<file path="src/hdl/uint32_to_decimal_ascii_unit_defines.svh">
// Assertion macros for the binary to decimal ASCII converter.
`ifndef UINT32_TO_DECIMAL_ASCII_UNIT_DEFINES_SVH
`define UINT32_TO_DECIMAL_ASCII_UNIT_DEFINES_SVH

`ifndef SYNTH

`define U2DA_ASSERT_ALWAYS(lbl, clk, rst, prop) \
  lbl: assert property (@(posedge clk) disable iff (rst) (prop)) \
    else $error("assertion failed");

`define U2DA_ASSERT_NEXT(lbl, clk, rst, ante, cons) \
  lbl: assert property (@(posedge clk) disable iff (rst) (ante) |=> (cons)) \
    else $error("assertion failed");

`define U2DA_ASSERT_AFTER_RESET(lbl, clk, rst, cons) \
  lbl: assert property (@(posedge clk) (rst) |=> (cons)) \
    else $error("assertion failed");

`else

`define U2DA_ASSERT_ALWAYS(lbl, clk, rst, prop)

`define U2DA_ASSERT_NEXT(lbl, clk, rst, ante, cons)

`define U2DA_ASSERT_AFTER_RESET(lbl, clk, rst, cons)

`endif

`endif

</file>
<file path="src/hdl/u2da_pkg.sv">
// Shared constants for the binary to decimal ASCII converter.
package u2da_pkg;

  localparam int VALUE_W        = 32;
  localparam int CHAR_W         = 6;
  localparam int BCD_W          = 4;
  localparam int DIGITS_DEFAULT = 10;

  // Reciprocal of ten for exact division of any 32-bit value.
  localparam logic [VALUE_W-1:0] RECIP_TEN   = 32'hCCCC_CCCD;
  localparam int                 RECIP_SHIFT = 35;

  localparam logic [CHAR_W-1:0] ASCII_ZERO = 6'd48;
  localparam logic [CHAR_W-1:0] ASCII_NINE = 6'd57;

endpackage

</file>
<file path="src/hdl/u2da_ser.sv">
// Output serializer: sends the significant digits, most significant first.
module u2da_ser import u2da_pkg::*; #(
  parameter int DIGITS = DIGITS_DEFAULT
) (
  input  logic                          clk,
  input  logic                          rst,
  input  logic                          up_valid,
  output logic                          up_ready,
  input  logic [DIGITS-1:0][BCD_W-1:0]  up_digits,
  input  logic [$clog2(DIGITS+1)-1:0]   up_len,
  output logic                          digit_valid,
  input  logic                          digit_ready,
  output logic [CHAR_W-1:0]             digit_char,
  output logic                          last
);

  localparam int CNT_W = $clog2(DIGITS + 1);
  localparam int IDX_W = (DIGITS > 1) ? $clog2(DIGITS) : 1;

  logic                          busy;
  logic [IDX_W-1:0]              pos;
  logic [DIGITS-1:0][BCD_W-1:0]  digs;
  logic                          sent;
  logic                          load;

  assign sent     = busy && digit_ready;
  assign up_ready = !busy || (digit_ready && pos == '0);
  assign load     = up_valid && up_ready;

  always_ff @(posedge clk) begin
    if (rst) begin
      busy <= 1'b0;
    end else if (load) begin
      busy <= 1'b1;
    end else if (sent && pos == '0) begin
      busy <= 1'b0;
    end
  end

  always_ff @(posedge clk) begin
    if (load) begin
      digs <= up_digits;
      pos  <= IDX_W'(up_len - CNT_W'(1));
    end else if (sent) begin
      pos  <= pos - IDX_W'(1);
    end
  end

  assign digit_valid = busy;
  assign digit_char  = ASCII_ZERO + CHAR_W'(digs[pos]);
  assign last        = (pos == '0);

endmodule

</file>
<file path="config.mk">
export PLATFORM = sky130hd
export DESIGN_NAME = u2da_ser
export DESIGN_NICKNAME = d
export VERILOG_FILES = /design/src/hdl/uint32_to_decimal_ascii_unit_defines.svh /design/src/hdl/u2da_pkg.sv /design/src/hdl/u2da_ser.sv
export SDC_FILE = /design/constraint.sdc
export NUM_CORES = 1
export LEC_CHECK = 0
export ABC_AREA = 1
export BUFFER_PORTS_ARGS = -buffer_cell sky130_fd_sc_hd__buf_4
export CORE_MARGIN = 8
export CORE_UTILIZATION = 37
export DETAILED_ROUTE_END_ITERATION = 8
export SLEW_MARGIN = 20
export SYNTH_ARGS = -nofsm -noshare
export SYNTH_HDL_FRONTEND = slang
export SYNTH_SLANG_ARGS = --single-unit
</file>
<file path="constraint.sdc">
create_clock -name clk -period 4.75 [get_ports clk]
set_input_delay 1.425 -clock clk [delete_from_list [all_inputs] [get_ports clk]]
set_output_delay 1.425 -clock clk [all_outputs]
set_load 0.005 [all_outputs]
</file>
## After elaboration in Yosys (flattened, before gate mapping)

Cells that the tools add are included.

- Register bits after elaboration: 45
- Word-level logic and storage cells: 31

- Add/sub/neg operators: 3
- $lt $le $gt $ge: 1
- Muxes and demuxes: 6
- Reduce and logical (&&, ||, !) cells: 9

Operators by type and width:

| cell | count |
|---|---|
| $bmux W4 S4 | 1 |
| $mux W4 | 3 |
| $sub A4 B1 Y4 const B | 2 |
| $add A5 B5 Y6 const A | 1 |
| $lt A4 B5 Y1 const B | 1 |
| $logic_and A1 B1 Y1 | 4 |
| $logic_not A4 Y1 | 1 |
| $reduce_bool A2 Y1 | 2 |
| $mux W1 | 2 |
| $logic_not A1 Y1 | 1 |
| $logic_or A1 B1 Y1 | 1 |

## Logic depth before layout (Yosys ltp)

Gate-level depths: netlist of run 1.

- Depth after elaboration: 5
- Mapped depth: 10

## Least setup slack after synthesis of run 1

Ideal clock, no wire load.

- Path type: input port to output port
- From: input port digit_ready
- To: output port up_ready
- Arrival time: 1602 ps
- Required time: 3325 ps
- Slack: 1723 ps
- Stages on the path: 2
- Cell sequence: nand3_2 -> nand2_4

- Longest elaborated chain between the ends: 2

Ends and longest elaborated chain:

| what | line | RTL |
|---|---|---|
| from (decl) | u2da_ser.sv:12 | `input logic digit_ready,` |
| $logic_and A1 B1 Y1 | u2da_ser.sv:27 | `assign up_ready = !busy \|\| (digit_ready && pos == '0);` |
| $logic_or A1 B1 Y1 | u2da_ser.sv:27 |  |
| to (decl) | u2da_ser.sv:8 | `output logic up_ready,` |

Every way passes these cells.

## Final worst setup path of run 1

- From: register pos[0]
- To: output port digit_char[1]

- Longest elaborated chain between the ends: 3

Ends and longest elaborated chain:

| what | line | RTL |
|---|---|---|
| from (decl) | u2da_ser.sv:21 | `logic [IDX_W-1:0] pos;` |
| from (signal assigned) | u2da_ser.sv:43 | `pos <= IDX_W'(up_len - CNT_W'(1));` |
| from (signal assigned) | u2da_ser.sv:45 | `pos <= pos - IDX_W'(1);` |
| $bmux W4 S4 | u2da_ser.sv:50 | `assign digit_char = ASCII_ZERO + CHAR_W'(digs[pos]);` |
| $mux W4 (implied by the code) | u2da_ser.sv:50 |  |
| $add A5 B5 Y6 | u2da_ser.sv:50 |  |
| to (decl) | u2da_ser.sv:13 | `output logic [CHAR_W-1:0] digit_char,` |

Every way passes these cells. The select of a mux whose other input is x is not followed.

==> results.ini, run 1 <==
[placed_design]
place_ws_ns = 1.435
portBuffers = 54
finalWeightedCongestion = 0.8045
dp_hpwl_mm = 2.981

[clock_tree]
cts_buffers = 5
root_buffer = clkbuf_8
cts_resized = 0
clk_latency_ns = 0.29
cts-hold-fix-buffers = 0
cts_buffer_depth = 2
cts_max_level = 2
clkTransAtPathRegs_ns = 0.08
tritoncts = built
post_cts_buffers = 0
clock-sinks = 45

[global_route]
antenna_found_initial = 0
grt_pass1_wl_mm = 6.292
grt_usage_pct = 10.67
globalRouteOverflowTotal = 0
grt_pass1_vias = 1331
grt_max_degree = 24

[final_layout]
drive_gt1_share_pct = 34.47
finalNetCount = 254
diodes = 0
fillers = 481
area_growth_pct = 28.26
multiInputGateArea_um2 = 490.5
final-seq-area_mm2 = 0.001341

[critical_path]
slowest_delay_ns = 0.88
rr_startpoint = pos[0]
crit_start = pos[0]
crit_top_cell = o21ai_0
required_ns = 3.32
crit_path_end_kind = output pin
cp_slowest_cell = edfxtp_1
crit_fanout = 23
path_cells = inv_2 > o21ai_0 > o21ai_0 > o211ai_1 > o21ai_1 > buf_4
cp_data_arrival_time_ns = 2.22
critical_path_class = flip-flop to output pin
critPathLaunchType = flip-flop

[die]
dieArea_mm2 = 0.007785
core_area_mm2 = 0.005075
io_pins = 57
start_util_pct = 38.04
std_cell_rows = 26
die_h_um = 88.24
die_w_um = 88.24

[synth]
async_flop_share_pct = 0
synth_top_area_share_pct = 68.44
synth_cell_types = 26
synth_edf_count = 44
yosysWarnings = 0
yosysMostFrequentCell = edfxtp_1
ys.flop_type = edfxtp_1
syn_area_mm2 = 0.001931
ys_top_cells_by_count = 44 x edfxtp_1, 22 x nor2_1, 17 x o21ai_0, 9 x inv_1, 8 x nand2_1
synth_top_cell_by_area = edfxtp_1
synth_area_per_cell_um2 = 12.87
ys_ff_latch = 45
synth_cells = 150
ys_top_cells_by_area = edfxtp_1 68%, o21ai_0 4.4%, nor2_1 4.3%
synth-seq-area-share_pct = 69.48

[timing]
slew_headroom_pct = 45.59
tightest_slew_ns = 0.8162
drv_slew = 0
clock_skew_ns = 0.002628
setup_viol = 0
hold_viol_final = 0
rsz0062_at_grt = no
setup_slack_ns = 1.103
tns_ns = 0
min_period_ns = 3.647
finalCritPeriodShare_pct = 76.78
max_clock_freq_mhz = 274.2

[power_and_ir_drop]
p_switching_mw = 0.2144
power_density_mw_per_mm2 = 367.6
clockPowerShare_pct = 30.1
p_seq_share_pct = 54.6
p_sw_share_pct = 23.56
power.internal_mw = 0.6958
peakVddDrop_v = 0.0001708
cellLeakagePower_nw = 0.9836
p_comb_share_pct = 15.3

[route]
post-route-drc-count = 0
wire_per_inst_um = 14.61
ant_nets = 0
vias_per_cell = 4.609
drt_iter0_drc = 84
dr_total_vias = 1272
drtPass1Iterations = 4
drt_wl_total_mm = 4.031

[worst_hold_path]
hold_start = digit_valid
hold_path_class = flip-flop to flip-flop

[outcome]
outcome = finished, final reports clean

[run]
maxCapViolCount = 0

==> sequential cells by signal, indices dropped and copies added, names as in the netlist <==
| signal | flops |
|---|---|
| digit_valid | 1 |
| pos | 4 |
| digs | 40 |
==> stage by stage <==
stage / hold slack, ns / power (mW) / area, um^2 / cells / utilization, %
after floorplan: 0.5621 / 0.5841 / 1934 / 151 / -
after global placement: 0.5757 / 0.6451 / 2370 / 268 / 46.70
after detailed placement: 0.5775 / 0.6476 / 2370 / 268 / 46.70
after CTS: 0.5850 / 0.9207 / 2476 / 276 / 48.79
after global routing: 0.6243 / 0.9570 / 2476 / 276 / 48.79
final: 0.5840 / 0.9103 / 2476 / 276 / 48.79
==> cells by family after synthesis <==
kind of cell,count (synthesis),synth area share [%]
AO/OA/AOI/OAI,32,9.462
adder cells (fa/ha/maj),1,0.6480
AND/OR/NAND/NOR,48,12.38
other,1,0.1942
buffers and inverters,18,5.314
XOR/XNOR,1,0.4537
flip-flops,45,69.48
multiplexers,4,2.074
==> worst paths after layout <==
check | endpoint | slack [ns] | cells past startpoint
hold / removal | digit_valid | 0.58 | 2
setup / recovery | digit_char[1] | 1.10 | 6
setup reg to reg | digs[14] | 2.24 | 6
hold reg to reg | digit_valid | 0.58 | 2
==> cell type report <==
type | instances | area share, %
inverters | 10 | 1.516
clock inverters | 2 | 1.364
clock buffers | 6 | 2.931
well taps | 70 | 3.537
flip-flops and latches | 45 | 54.17
repair buffers | 55 | 16.68
multi-input cells | 88 | 19.81
==> cells in the final DEF (no fill, tap or decap), drive strengths merged, types with 4 or more instances in the layout <==
cell,n
edfxtp,44
o211ai,6
buf,55
o21ai,23
clkbuf,6
nor2,24
inv,10
nand2,13
nand3,7
mux2i,4
==> metal layers <==
layer	track usage (%)	up-vias	wire length [um]	part of all wire (%)
li1	-	644	-	-
met1	12.88	582	1804	45
met2	16.63	44	1879	47
met3	4.550	2	328	8.1
met4	3.687	0	18	0.45
met5	0	-	0	0
==> worst max-delay path: cells and delay by family (launching register included) <==
kind,cells,cell delay [ns]
DFF,1,0.88
AOI/OAI and AO/OA,4,0.60
buffers and inverters,2,0.43
==> power by group through the flow <==
stage | logic (mW) | registers [mW] | clock network (mW)
6_report | 0.139 | 0.497 | 0.274
2_1_floorplan | 0.0974 | 0.487 | 0
4_1_cts | 0.142 | 0.497 | 0.281
3_3_place_gp | 0.139 | 0.506 | 0
3_5_place_dp | 0.141 | 0.506 | 0
5_1_grt | 0.157 | 0.501 | 0.299
Power figures use the tool's default switching activity.
==> run 2, diff against run 1 <==
Clock period 4.75 ns to 3.7 ns, I/O delays scaled along.
==> run 2 against run 1 <==
Sequential share of layout area up 0.39 points. Flip-flop and latch count unchanged. Sequential power up 27%. Routed wire length up 1.7%. Global-route usage up 0.74 points. Largest cell class unchanged.
==> results.ini, run 2 (same netlist as run 1, synthesis figures left out) <==
[outcome]
outcome = finished, final reports clean

[timing]
drv_slew = 0
tightest_slew_ns = 0.7152
hold_viol_final = 0
tns_ns = 0
rsz0062_at_grt = no
setup_slack_ns = 0.7177
setup_viol = 0
min_period_ns = 2.982
max_clock_freq_mhz = 335.3
finalCritPeriodShare_pct = 80.60
slew_headroom_pct = 51.82
clock_skew_ns = 0.006033

[critical_path]
r2r_slack_ns = 1.65
crit_fanout = 12
critical_path_class = flip-flop to output pin
cp_data_arrival_time_ns = 1.87
crit_path_end_kind = output pin
required_ns = 2.59
critPathLaunchType = flip-flop

[power_and_ir_drop]
p_seq_share_pct = 57.7
p_comb_share_pct = 16.9
power_density_mw_per_mm2 = 446.6
p_sw_share_pct = 25.12
p_switching_mw = 0.2758
peakVddDrop_v = 0.0002265
clockPowerShare_pct = 25.4
power.internal_mw = 0.8222
cellLeakagePower_nw = 0.9786

[placed_design]
dpl_cell_area_mm2 = 0.002377
finalWeightedCongestion = 0.7108
portBuffers = 54
place_ws_ns = 1.034
dp_cells = 269
dp_hpwl_mm = 3.004

[route]
drtPass1Iterations = 4
drt_iter0_drc = 71
vias_per_cell = 4.700
dr_total_vias = 1302
drt_wl_total_mm = 4.100
ant_nets = 0
post-route-drc-count = 0
wire_per_inst_um = 14.80

[final_layout]
final_cell_mix = 56 x buf_4, 44 x edfxtp_1, 22 x nor2_1, 17 x o21ai_0, 9 x inv_1
final-seq-area_mm2 = 0.001341
finalNetCount = 255
area_growth_pct = 27.35
largest_register_ffs = 40
regMostFlops = digs
layout_commonest_cell = buf_4
drive_gt1_share_pct = 34.78
fillers = 467
stdcell_area_mm2 = 0.002459
diodes = 0
stdcell_count = 277
multiInputGateArea_um2 = 490.5

[die]
std_cell_rows = 26
die_h_um = 88.24
start_util_pct = 38.04
io_pins = 57
dieArea_mm2 = 0.007785
die_w_um = 88.24
core_area_mm2 = 0.005075

[clock_tree]
tritoncts = built
cts-hold-fix-buffers = 0
clock-sinks = 45
clk_latency_ns = 0.29
cts_buffer_depth = 2
root_buffer = clkbuf_8
clkTransAtPathRegs_ns = 0.08
cts_buffers = 5
cts_resized = 0
post_cts_buffers = 0
cts_max_level = 2

[global_route]
grt_pass1_vias = 1418
met3_usage_pct = 4.643
top_usage_layer = met2
grt_max_degree = 41
antenna_found_initial = 0
use_met1_pct = 14.23
globalRouteMet2Util_pct = 17.52
grt_usage_pct = 11.41
globalRouteOverflowTotal = 0
grt_pass1_wl_mm = 6.782

[run]
maxCapViolCount = 0

[worst_hold_path]
hold_path_class = flip-flop to flip-flop

[run 2: path summary, 6_finish.rpt]
| check | depth (start not counted) | from | endpoint |
|---|---|---|---|
| max | 8 | pos[0] | digit_char[0] |
| min reg2reg | 2 | digit_valid | digit_valid |
| max reg2reg | 7 | pos[0] | digs[21] |
| min | 2 | digit_valid | digit_valid |
[run 2: final cells by class]
class                   instances  area share, %
flip-flops and latches         45          54.55
multi-input cells              88          19.95
repair buffers                 56          17.10
well taps                      70          3.562
clock buffers                   5          2.799
inverters                      10          1.527
clock inverters                 3         0.5089
[run 2: layer usage]
| layer | vias to the layer above | wire length [um] |
|---|---|---|
| met1 | 602 | 1787 |
| met5 | - | 0 |
| met4 | 0 | 0 |
| met2 | 54 | 2001 |
| met3 | 0 | 311 |
| li1 | 646 | - |
[run 2: critical path, cell delays in order (launching register included)]
cell and delay, ns:
edfxtp_1 0.56, buf_4 0.27, nor2_1 0.11, nor2_1 0.04, o21ai_0 0.08, o21ai_0 0.11, o211ai_1 0.16, o21ai_1 0.10
buf_4 0.14
[run 2: power groups by stage]
stage / clock, mW / sequential [mW] / combinational [mW]
3_3_place_gp: 0 / 0.644 / 0.186
5_1_grt: 0.308 / 0.638 / 0.214
6_report: 0.279 / 0.633 / 0.186
3_5_place_dp: 0 / 0.645 / 0.188
2_1_floorplan: 0 / 0.625 / 0.125
4_1_cts: 0.288 / 0.633 / 0.189
[run 2: per-stage QoR]
stage	power (mW)	utilization (%)	hold slack, ns
after floorplan	0.7498	-	0.5621
after global placement	0.8301	46.84	0.5711
after detailed placement	0.8336	46.84	0.5854
after CTS	1.111	48.45	0.5958
after global routing	1.160	48.45	0.6380
final	1.098	48.45	0.5893
==> run 3, diff against run 2 <==
Clock period 3.7 ns to 3.1 ns, I/O delays scaled along.
==> run 3 against run 2 <==
Via count decreased by 1.0%. Clock-buffer cell count unchanged. First-iteration DRC count increased by 45%. Total power increased by 20%. Worst setup slack got worse by 0.31 ns. Core utilization increased by 0.22 points. Largest power group unchanged.
==> results.ini, run 3 (same netlist as run 1, synthesis figures left out) <==
[placed_design]
dpl_cell_area_mm2 = 0.002390
dp_hpwl_mm = 3.021
finalWeightedCongestion = 0.7578
place_ws_ns = 0.7241
portBuffers = 54

[route]
drtPass1Iterations = 4
vias_per_cell = 4.670
drt_wl_total_mm = 4.105
dr_total_vias = 1289
drt_iter0_drc = 103
post-route-drc-count = 0
wire_per_inst_um = 14.87
ant_nets = 0

[timing]
hold_viol_final = 0
timing.hold.ws_ns = 0.5940
tns_ns = 0
setup_viol = 0
rsz0062_at_grt = no
max_clock_freq_mhz = 371.2
setup_slack_ns = 0.4057
drv_slew = 0
tightest_slew_ns = 0.6396
finalCritPeriodShare_pct = 86.91
clock_skew_ns = 0.006222
slew_headroom_pct = 56.91
min_period_ns = 2.694

[critical_path]
path_cells = buf_4 > nor2_1 > nor2_1 > o21ai_0 > o21ai_0 > o211ai_1 > o21ai_1 > buf_4
cp_num_buf_inv = 2
slowest_delay_ns = 0.41
critical_path_class = flip-flop to output pin
crit_path_end_kind = output pin
cp_slowest_cell = edfxtp_1
crit_fanout = 22
critPathLaunchType = flip-flop
required_ns = 2.17
cp_data_arrival_time_ns = 1.76
crit_family = compound AO/OA/AOI/OAI gates

[clock_tree]
cts_max_level = 2
tritoncts = built
clkTransAtPathRegs_ns = 0.08
cts_buffers = 5
cts-hold-fix-buffers = 0
cts_buffer_depth = 2
root_buffer = clkbuf_8
clk_latency_ns = 0.29
cts_resized = 0
post_cts_buffers = 0
clock-sinks = 45

[final_layout]
stdcell_area_mm2 = 0.002470
drive_gt1_share_pct = 34.95
final_cell_mix = 55 x buf_4, 44 x edfxtp_1, 22 x nor2_1, 17 x o21ai_0, 9 x inv_1
diodes = 0
largest_register_ffs = 40
regMostFlops = digs
finalNetCount = 255
layout_commonest_cell = buf_4
area_growth_pct = 27.93

[global_route]
antenna_found_initial = 0
grt_usage_pct = 11.24
grt_pass1_vias = 1415
grt_pass1_wl_mm = 6.589
globalRouteOverflowTotal = 0
grt_max_degree = 31

[worst_hold_path]
hold_path_class = flip-flop to flip-flop

[die]
dieArea_mm2 = 0.007785
io_pins = 57
die_h_um = 88.24
start_util_pct = 38.04
std_cell_rows = 26
core_area_mm2 = 0.005075
die_w_um = 88.24

[power_and_ir_drop]
power_density_mw_per_mm2 = 533.1
peakVddDrop_v = 0.0002893
cellLeakagePower_nw = 0.9773

[outcome]
outcome = finished, final reports clean

[run]
maxCapViolCount = 0

==> run 3: cell count changes in the layout (fill, tap and decap cells not counted) <==
cell	change
buf_12	+1
buf_4	-1
clkinv_1	-1
clkinv_2	-1
clkinvlp_4	+1
==> run 3: area by class of cell <==
cell class / instances / area (um^2)
tap: 70 / 87.58
timing repair buffer: 56 / 432.9
fill: 502 / 2605
inverter: 10 / 37.54
multi-input combinational: 88 / 490.5
clock inverter: 2 / 11.26
clock buffer: 5 / 68.82
sequential: 45 / 1341
==> run 3: worst min-delay path, cell delays in order (launching register included) <==
cell and delay, ns:
dfxtp_1 0.36, nand2_4 0.13, a21oi_1 0.07
==> run 3: metal layers <==
layer / track usage (%) / vias up / share of wire [%]
li1: - / 645 / -
met1: 12.73 / 590 / 42
met2: 18.81 / 48 / 50
met3: 4.271 / 6 / 6.7
met4: 4.147 / 0 / 1.2
met5: 0 / - / 0
==> run 3: worst paths after layout <==
kind | from | endpoint | slack [ns] | depth (start not counted)
worst max-delay path | pos[0] | digit_char[1] | 0.41 | 8
worst min-delay path | digit_valid | digit_valid | 0.59 | 2
worst max register to register | pos[1] | digs[27] | 1.07 | 6
worst min register to register | digit_valid | digit_valid | 0.59 | 2
==> run 3: power by group <==
part	switching, mW	internal, mW	leakage, nW
logic	0.118	0.112	0.511
registers	0.0305	0.720	0.428
clock network	0.185	0.151	0.0377
==> run 3: per-stage QoR <==
step / utilization, % / instances / power (mW)
finish: 48.67 / 276 / 1.317
global route: 48.67 / 276 / 1.383
CTS: 48.67 / 276 / 1.332
detailed placement: 47.09 / 269 / 0.9978
global placement: 47.09 / 269 / 0.9942
floorplan: - / 151 / 0.8949
